<file path="config.mk">
export PLATFORM = sky130hd
export DESIGN_NAME = lif_ctrl
export DESIGN_NICKNAME = d
export VERILOG_FILES = /design/src/rtl/core/lif_pkg.sv /design/src/rtl/core/lif_ctrl.sv
export SDC_FILE = /design/constraint.sdc
export NUM_CORES = 1
export LEC_CHECK = 0
export BUFFER_PORTS_ARGS = -buffer_cell sky130_fd_sc_hd__buf_2
export CORE_AREA = 4 4 41 43
export DETAILED_ROUTE_END_ITERATION = 12
export DIE_AREA = 0 0 45 47
export PLACE_DENSITY = 0.31
export SKIP_LAST_GASP = 1
export SLEW_MARGIN = 25
export SYNTH_ARGS = -nofsm -noshare
export SYNTH_HDL_FRONTEND = slang
export SYNTH_SLANG_ARGS = --single-unit
</file>
<file path="constraint.sdc">
create_clock -name clk -period 3.1 [get_ports clk]
set_clock_uncertainty 0.15 [all_clocks]
set_input_delay 0.62 -clock clk [delete_from_list [all_inputs] [get_ports clk]]
set_output_delay 0.62 -clock clk [all_outputs]
set_load 0.1 [all_outputs]
</file>
<file path="src/rtl/core/lif_pkg.sv">
// ----------------------------------------------------------------------------
// lif_pkg
// Shared constants and types for the life automaton step block.
// ----------------------------------------------------------------------------
package lif_pkg;
  localparam int GRID_COLS = 64;
  localparam int GRID_ROWS = 32;
  localparam int COL_W = 6;
  localparam int ROW_W = 5;
  localparam int CMD_W = 2;

  localparam logic [CMD_W-1:0] CMD_READ    = 2'd0;
  localparam logic [CMD_W-1:0] CMD_SET     = 2'd1;
  localparam logic [CMD_W-1:0] CMD_ADVANCE = 2'd2;
  // Unused code: behaves as a read
  localparam logic [CMD_W-1:0] CMD_SPARE   = 2'd3;

  localparam logic [3:0] BIRTH_COUNT = 4'd3;
  localparam logic [3:0] STAY_LOW    = 4'd2;
  localparam logic [3:0] STAY_HIGH   = 4'd3;

  // Input item payload
  typedef struct packed {
    logic [CMD_W-1:0] cmd;
    logic [COL_W-1:0] col;
    logic [ROW_W-1:0] row;
  } cmd_item_t;

  // Result item payload
  typedef struct packed {
    logic cell_alive;
  } cell_result_t;

  // Controller to datapath
  typedef struct packed {
    logic load;      // capture command and address
    logic set_cell;  // write addressed cell alive
    logic step_gen;  // advance every cell one generation
    logic show;      // register the addressed cell into the result
  } lif_cmd_t;

  // Datapath to controller
  typedef struct packed {
    logic [CMD_W-1:0] cmd;
  } lif_stat_t;
endpackage

</file>
<file path="src/rtl/core/lif_ctrl.sv">
// ----------------------------------------------------------------------------
// lif_ctrl
// Sequencer: take an item, apply it, show the cell, hand off the result.
// ----------------------------------------------------------------------------
module lif_ctrl import lif_pkg::*; (
  input  logic      clk,
  input  logic      rst,
  input  logic      in_valid,
  output logic      in_ready,
  output logic      out_valid,
  input  logic      out_ready,
  input  lif_stat_t stat,
  output lif_cmd_t  ctl
);
  localparam logic [1:0] ST_IDLE  = 2'd0;
  localparam logic [1:0] ST_APPLY = 2'd1;
  localparam logic [1:0] ST_SHOW  = 2'd2;
  localparam logic [1:0] ST_OUT   = 2'd3;

  logic [1:0] state, state_next;

  assign in_ready  = (state == ST_IDLE);
  assign out_valid = (state == ST_OUT);

  always_comb begin
    ctl = '0;
    state_next = state;
    case (state)
      ST_IDLE: begin
        ctl.load = in_valid;
        if (in_valid) state_next = ST_APPLY;
      end
      ST_APPLY: begin
        ctl.set_cell = (stat.cmd == CMD_SET);
        ctl.step_gen = (stat.cmd == CMD_ADVANCE);
        state_next = ST_SHOW;
      end
      ST_SHOW: begin
        ctl.show = 1'b1;
        state_next = ST_OUT;
      end
      ST_OUT: begin
        if (out_ready) state_next = ST_IDLE;
      end
      default: state_next = ST_IDLE;
    endcase
  end

  always_ff @(posedge clk) begin
    if (rst) state <= ST_IDLE;
    else     state <= state_next;
  end

`ifndef NO_ASSERTIONS
  a_show_after_apply: assert property (@(posedge clk) disable iff (rst)
    ctl.show |-> $past(state) == ST_APPLY) else $error("show without apply");
  a_out_hold: assert property (@(posedge clk) disable iff (rst)
    out_valid && !out_ready |=> out_valid) else $error("result dropped");
  a_no_take_busy: assert property (@(posedge clk) disable iff (rst)
    out_valid |-> !in_ready) else $error("input taken while result pending");
`endif
endmodule

</file>
==> impl_metrics.xml, run 1 <==
<?xml version="1.0" encoding="UTF-8"?>
<metrics>
  <group name="min_path">
    <metric name="worst_hold_path.endpoint" unit="">state[1]</metric>
    <metric name="hold_path_depth" unit="">2</metric>
    <metric name="timing.hold.worst.class" unit="">register to register</metric>
    <metric name="hold_path.startpoint" unit="">state[1]</metric>
  </group>
  <group name="floorplan">
    <metric name="dieArea" unit="sq mm">0.00212</metric>
    <metric name="die_width" unit="um">45</metric>
    <metric name="core-area" unit="sq mm">0.00130</metric>
    <metric name="fp.dieH" unit="um">47</metric>
    <metric name="initial_utilization" unit="">0.138</metric>
    <metric name="rows" unit="">13</metric>
    <metric name="ioPinCount" unit="">12</metric>
  </group>
  <group name="sta">
    <metric name="timing.final.crit_period" unit="ns">2.15</metric>
    <metric name="slew_at_the_pin_closest_to_its_max_slew_limit" unit="ns">0.487</metric>
    <metric name="final-setup-viol-count" unit="">0</metric>
    <metric name="grt_setup_unrepaired" unit="">no</metric>
    <metric name="total_negative_slack_for_setup_checks" unit="ns">0</metric>
    <metric name="timing.slew.headroom" unit="">0.678</metric>
    <metric name="hold_viol" unit="">0</metric>
    <metric name="timing.final.max_slew_violations" unit="">0</metric>
    <metric name="achievable-frequency" unit="MHz">465</metric>
    <metric name="timing.final.crit_share" unit="">0.693</metric>
  </group>
  <group name="cells_and_area">
    <metric name="final_net_count" unit="">47</metric>
    <metric name="final_layout_size_suffix_gt1_frac" unit="">0.429</metric>
    <metric name="number_of_flip_flops_under_the_largest_register_name" unit="">2</metric>
    <metric name="ff_latch_area" unit="sq um">40.0</metric>
    <metric name="insertedDiodeCount" unit="">0</metric>
    <metric name="multiInputGateArea" unit="sq um">125</metric>
    <metric name="top_register" unit="">state</metric>
    <metric name="layout-area-overhead-vs-synth" unit="%">53.5</metric>
    <metric name="largest_registers" unit="">state x2</metric>
    <metric name="fillCellCount" unit="">164</metric>
  </group>
  <group name="synth">
    <metric name="post_synth_mux_area_share" unit="">0.0556</metric>
    <metric name="synth.ff_latch_count" unit="">2</metric>
    <metric name="post_synth_num_cell_types" unit="">12</metric>
    <metric name="synth_xor_area_frac" unit="">0</metric>
    <metric name="synth-simple-area-share" unit="">0.278</metric>
    <metric name="synthAdderAreaFrac" unit="">0.278</metric>
    <metric name="synth_top_family_by_area" unit="">simple AND/OR/NAND/NOR gates</metric>
    <metric name="mappedNetlistArea" unit="sq um">180</metric>
    <metric name="syn-num-nets" unit="">31</metric>
    <metric name="mean_instance_size_in_the_synthesized_netlist" unit="sq um">8.58</metric>
    <metric name="ys_seq_area_frac" unit="">0.222</metric>
    <metric name="yosysWarnings" unit="">0</metric>
    <metric name="syn-instance-count" unit="">21</metric>
    <metric name="synth_compound_area_frac" unit="">0.0833</metric>
  </group>
  <group name="flow_run">
    <metric name="maxCapViolCount" unit="">0</metric>
  </group>
  <group name="drt">
    <metric name="route.detailed.drc" unit="">0</metric>
    <metric name="wl_per_cell" unit="um">8.50</metric>
    <metric name="routed_wl" unit="um">425</metric>
    <metric name="drt-initial-drc-count" unit="">0</metric>
    <metric name="vias_per_cell" unit="">3.64</metric>
    <metric name="ant_nets" unit="">0</metric>
    <metric name="vias" unit="">182</metric>
    <metric name="dr.pass1.iters" unit="">1</metric>
  </group>
  <group name="critical_path">
    <metric name="timing.critical_path.to_type" unit="">output port</metric>
    <metric name="required_time_at_the_endpoint_of_the_critical_path" unit="ns">2.33</metric>
    <metric name="cp-start-kind" unit="">register</metric>
    <metric name="worst-setup-path-type" unit="">register to output port</metric>
    <metric name="critical_path_peak_fanout" unit="">4</metric>
    <metric name="rrSetupSlack" unit="ns">1.62</metric>
    <metric name="worst-endpoint-arrival" unit="ns">1.38</metric>
    <metric name="timing.rr.start" unit="">state[0]</metric>
    <metric name="regToRegEndpoint" unit="">state[0]</metric>
    <metric name="worstRegToRegCells" unit="">4</metric>
  </group>
  <group name="clock_tree">
    <metric name="cts_buffers" unit="">3</metric>
    <metric name="cts.root.buffer_cell" unit="">sky130_fd_sc_hd__clkbuf_4</metric>
    <metric name="postCtsResizedCells" unit="">0</metric>
    <metric name="clockBufferDepth" unit="">2</metric>
    <metric name="tritoncts" unit="">built</metric>
    <metric name="cts_max_level" unit="">1</metric>
    <metric name="clock_insertion_delay_worst_skew" unit="ns">0.23</metric>
    <metric name="numClockSinks" unit="">2</metric>
    <metric name="post_cts_hold_buffer_count" unit="">0</metric>
    <metric name="post_cts_buffers" unit="">0</metric>
    <metric name="clk_transition_reported_paths" unit="ns">0.03</metric>
  </group>
  <group name="global_route">
    <metric name="first_pass_grt_wire_length" unit="um">627</metric>
    <metric name="grt_remaining_overflow" unit="">0</metric>
    <metric name="largest_net_degree_at_the_start_of_global_routing" unit="">5</metric>
    <metric name="initial_antenna_violation_count" unit="">0</metric>
    <metric name="gr-usage-all-layers" unit="">0.0481</metric>
    <metric name="grt_pass1_vias" unit="">173</metric>
  </group>
  <group name="placement">
    <metric name="place.port_buffers" unit="">11</metric>
    <metric name="routabilityCongestion" unit="">0.637</metric>
  </group>
  <group name="run_status">
    <metric name="status" unit="">finished, final reports clean</metric>
  </group>
</metrics>
==> synthesized netlist by cell type (all sizes together) <==
cell type / count / area [sq um]
o211a: 1 / 10.0
inv: 4 / 15.0
nand2: 3 / 11.3
mux2i: 1 / 10.0
nor2b: 1 / 13.8
and2: 1 / 6.26
ha: 4 / 50.1
or3: 1 / 6.26
nor2: 1 / 3.75
dfxtp: 2 / 40.0
and3b: 1 / 8.76
a21oi: 1 / 5.00
==> area by class of cell <==
type                    instances  share of cell area
flip-flops and latches          2               0.145
repair buffers                 11               0.199
clock buffers                   3              0.0814
well taps                      15              0.0679
multi-input cells              15               0.452
inverters                       4              0.0543
==> metrics by stage <==
stage                     hold WS (ns)  instances  utilization  instance area, sq um  setup WS, ns
after detailed placement         0.358         47        0.195                   254          1.01
final                            0.357         50        0.213                   277         0.951
after global routing             0.406         50        0.213                   277         0.851
after CTS                        0.362         50        0.213                   277         0.922
after floorplan                  0.318         21            -                   180         0.243
after global placement           0.350         47        0.195                   254          1.00
==> metal layers <==
layer	global-route usage	part of all wire	wire length [um]
met1	0.0451	0.40	169
met2	0.0650	0.38	162
met3	0.0115	0.18	77
met4	0.0877	0.035	15
met5	0	0	0
==> worst max-delay path: stages, from the launching register on <==
cell and delay [ns]:
sky130_fd_sc_hd__dfxtp_1 0.33, sky130_fd_sc_hd__inv_1 0.09, sky130_fd_sc_hd__ha_1 0.19, sky130_fd_sc_hd__and2_1 0.12
sky130_fd_sc_hd__buf_2 0.41
==> worst max path at each step <==
stage | from | end | slack [ns] | depth (start not counted)
6_report | state[0] | ctl[3] | 0.95 | 4
5_1_grt | state[1] | ctl[1] | 0.85 | 5
4_1_cts | state[0] | ctl[3] | 0.92 | 4
3_5_place_dp | stat[1] | ctl[2] | 1.01 | 3
3_3_place_gp | stat[1] | ctl[2] | 1.00 | 3
2_1_floorplan | state[0] | ctl[3] | 0.24 | 3
==> kinds of logic (layout without fill, tap and decap cells) <==
group                      count (synthesis)  count (layout)
DFF                                        2               2
and+or+nand+nor                            8               8
adders and majority gates                  4               4
buffers and inverters                      4              18
muxes                                      1               1
AOI/OAI and AO/OA                          2               2
==> placed cells by master, fill, tap and decap left out <==
cell type / instances
sky130_fd_sc_hd__buf_2: 11
sky130_fd_sc_hd__inv_1: 4
sky130_fd_sc_hd__ha_1: 4
sky130_fd_sc_hd__nand2_1: 3
sky130_fd_sc_hd__clkbuf_4: 3
sky130_fd_sc_hd__dfxtp_1: 2
sky130_fd_sc_hd__nor2_1: 1
sky130_fd_sc_hd__and3b_1: 1
sky130_fd_sc_hd__and2_1: 1
sky130_fd_sc_hd__nor2b_4: 1
sky130_fd_sc_hd__a21oi_1: 1
sky130_fd_sc_hd__mux2i_1: 1
sky130_fd_sc_hd__or3_1: 1
sky130_fd_sc_hd__o211a_1: 1
Power of run 1 is left out: the tool's default activity adds up to more than one toggle a clock period on the data nets, which glitch-free logic cannot reach.
==> run 2: changes to the inputs <==
- ABC_AREA: not set -> 1
- PLACE_DENSITY: 0.31 -> 0.32
- clock period: 3.1 -> 1.8 ns (I/O delays scaled with it)
==> impl_metrics.xml, run 2 <==
<?xml version="1.0" encoding="UTF-8"?>
<metrics>
  <group name="drt">
    <metric name="route.detailed.drc" unit="">0</metric>
    <metric name="drt-initial-drc-count" unit="">1</metric>
    <metric name="dr.pass1.iters" unit="">2</metric>
    <metric name="vias_per_cell" unit="">3.69</metric>
    <metric name="wl_per_cell" unit="um">8.71</metric>
    <metric name="ant_nets" unit="">0</metric>
    <metric name="routed_wl" unit="um">505</metric>
    <metric name="vias" unit="">214</metric>
  </group>
  <group name="synth">
    <metric name="mappedNetlistArea" unit="sq um">188</metric>
    <metric name="yosysWarnings" unit="">0</metric>
    <metric name="mean_instance_size_in_the_synthesized_netlist" unit="sq um">6.47</metric>
    <metric name="post_synth_main_area_contributors" unit="">sky130_fd_sc_hd__ha_1 27%, sky130_fd_sc_hd__dfxtp_1 21%, sky130_fd_sc_hd__inv_1 14%</metric>
    <metric name="postSynth.asyncResetShare" unit="">0</metric>
    <metric name="synth_top_flop_cell" unit="">sky130_fd_sc_hd__dfxtp_1</metric>
    <metric name="synth_largest_type_area_fraction" unit="">0.267</metric>
    <metric name="yosys.area.top_type" unit="">sky130_fd_sc_hd__ha_1</metric>
    <metric name="synth.ff_latch_count" unit="">2</metric>
    <metric name="syn-instance-count" unit="">29</metric>
    <metric name="post_synth_num_cell_types" unit="">8</metric>
    <metric name="syn-num-nets" unit="">39</metric>
    <metric name="synth_enable_flop_cells" unit="">0</metric>
    <metric name="synth_common_cells" unit="">7 x sky130_fd_sc_hd__inv_1, 7 x sky130_fd_sc_hd__nand2_1, 5 x sky130_fd_sc_hd__nor2_1</metric>
    <metric name="ys_seq_area_frac" unit="">0.213</metric>
  </group>
  <group name="floorplan">
    <metric name="dieArea" unit="sq mm">0.00212</metric>
    <metric name="initial_utilization" unit="">0.144</metric>
    <metric name="core-area" unit="sq mm">0.00130</metric>
    <metric name="die_width" unit="um">45</metric>
    <metric name="ioPinCount" unit="">12</metric>
    <metric name="rows" unit="">13</metric>
    <metric name="fp.dieH" unit="um">47</metric>
  </group>
  <group name="clock_tree">
    <metric name="post_cts_buffers" unit="">0</metric>
    <metric name="numClockSinks" unit="">2</metric>
    <metric name="clock_insertion_delay_worst_skew" unit="ns">0.23</metric>
    <metric name="clockBufferDepth" unit="">2</metric>
    <metric name="cts_max_level" unit="">1</metric>
    <metric name="cts_buffers" unit="">3</metric>
    <metric name="clk_transition_reported_paths" unit="ns">0.03</metric>
    <metric name="cts.root.buffer_cell" unit="">sky130_fd_sc_hd__clkbuf_4</metric>
    <metric name="tritoncts" unit="">built</metric>
  </group>
  <group name="sta">
    <metric name="timing.final.crit_period" unit="ns">1.70</metric>
    <metric name="total_negative_slack_for_setup_checks" unit="ns">0</metric>
    <metric name="timing.final.max_slew_violations" unit="">0</metric>
    <metric name="achievable-frequency" unit="MHz">587</metric>
    <metric name="hold_viol" unit="">0</metric>
    <metric name="timing.slew.headroom" unit="">0.893</metric>
    <metric name="slew_at_the_pin_closest_to_its_max_slew_limit" unit="ns">0.160</metric>
    <metric name="grt_setup_unrepaired" unit="">no</metric>
    <metric name="final-setup-viol-count" unit="">0</metric>
    <metric name="timing.final.crit_share" unit="">0.946</metric>
  </group>
  <group name="critical_path">
    <metric name="critical_path_peak_fanout" unit="">4</metric>
    <metric name="required_time_at_the_endpoint_of_the_critical_path" unit="ns">1.29</metric>
    <metric name="worst-endpoint-arrival" unit="ns">1.19</metric>
    <metric name="timing.critical_path.to_type" unit="">output port</metric>
    <metric name="cp-start-kind" unit="">register</metric>
    <metric name="rrSetupSlack" unit="ns">0.60</metric>
    <metric name="worst-setup-path-type" unit="">register to output port</metric>
  </group>
  <group name="cells_and_area">
    <metric name="final_layout_size_suffix_gt1_frac" unit="">0.605</metric>
    <metric name="insertedDiodeCount" unit="">0</metric>
    <metric name="layout-area-overhead-vs-synth" unit="%">121</metric>
    <metric name="fillCellCount" unit="">149</metric>
    <metric name="final_net_count" unit="">55</metric>
    <metric name="number_of_flip_flops_under_the_largest_register_name" unit="">2</metric>
    <metric name="largest_registers" unit="">state x2</metric>
    <metric name="ff_latch_area" unit="sq um">42.5</metric>
    <metric name="top_register" unit="">state</metric>
    <metric name="layout.cells.most_common_list" unit="">6 x sky130_fd_sc_hd__nand2_1, 6 x sky130_fd_sc_hd__buf_12, 5 x sky130_fd_sc_hd__inv_1, 5 x sky130_fd_sc_hd__buf_2</metric>
    <metric name="multiInputGateArea" unit="sq um">156</metric>
  </group>
  <group name="global_route">
    <metric name="gr-usage-all-layers" unit="">0.0560</metric>
    <metric name="largest_net_degree_at_the_start_of_global_routing" unit="">5</metric>
    <metric name="grt_remaining_overflow" unit="">0</metric>
    <metric name="initial_antenna_violation_count" unit="">0</metric>
    <metric name="first_pass_grt_wire_length" unit="um">738</metric>
    <metric name="grt_pass1_vias" unit="">193</metric>
  </group>
  <group name="placement">
    <metric name="place.port_buffers" unit="">11</metric>
    <metric name="routabilityCongestion" unit="">0.750</metric>
    <metric name="dp_hpwl" unit="um">415</metric>
  </group>
  <group name="run_status">
    <metric name="status" unit="">finished, final reports clean</metric>
  </group>
  <group name="flow_run">
    <metric name="maxCapViolCount" unit="">0</metric>
  </group>
  <group name="min_path">
    <metric name="timing.hold.worst.class" unit="">input pin to register</metric>
  </group>
</metrics>
-- run 2: kinds of logic after synthesis --
kind of cell,Yosys count,synth area share
simple gates,14,0.327
flops,2,0.213
fa+ha+maj,4,0.267
compound gates,2,0.0533
buf+inv,7,0.140
-- run 2: worst max-delay path, stage by stage, from the launching register on --
cell and delay (ns):
sky130_fd_sc_hd__dfxtp_2 0.34, sky130_fd_sc_hd__inv_1 0.09, sky130_fd_sc_hd__ha_4 0.19, sky130_fd_sc_hd__nand2_2 0.08
sky130_fd_sc_hd__clkinvlp_4 0.09, sky130_fd_sc_hd__buf_12 0.17
-- run 2: through the flow --
stage	std cells	worst slack [ns]	utilization	hold WS [ns]	area (sq um)
after global placement	55	0.275	0.296	0.378	385
final	58	0.0967	0.319	0.217	415
after global routing	58	0.0167	0.319	0.213	415
after detailed placement	55	0.251	0.296	0.393	385
after CTS	58	0.0403	0.315	0.208	410
after floorplan	29	0.00677	-	0.346	221
-- run 2: final timing paths --
path	start	end	depth (start not counted)
min reg2reg	state[0]	state[0]	2
max reg2reg	state[0]	state[0]	6
max	state[0]	ctl[3]	5
min	rst	state[0]	4
-- run 2: layout make-up --
class                      instances  area share
timing repair buffer              11       0.349
inverter                           7      0.0723
tap                               15      0.0452
sequential                         2       0.102
multi-input combinational         20       0.377
clock buffer                       3      0.0542
-- run 2: what timing repair did --
action	in CTS	in global routing
gates cloned	0	0
hold buffers	0	0
endpoints found under the setup margin	1	3
gates resized for setup	2	3
-- run 2: routing by layer --
layer	part of all wire	wire length, um	vias to the layer above	global-route usage
met5	0	0	-	0
met4	0.055	28	0	0.0877
met3	0.089	45	3	0.0268
met2	0.52	264	9	0.0876
met1	0.33	166	88	0.0407
li1	-	-	114	-
Power of run 2 is left out for the same reason.
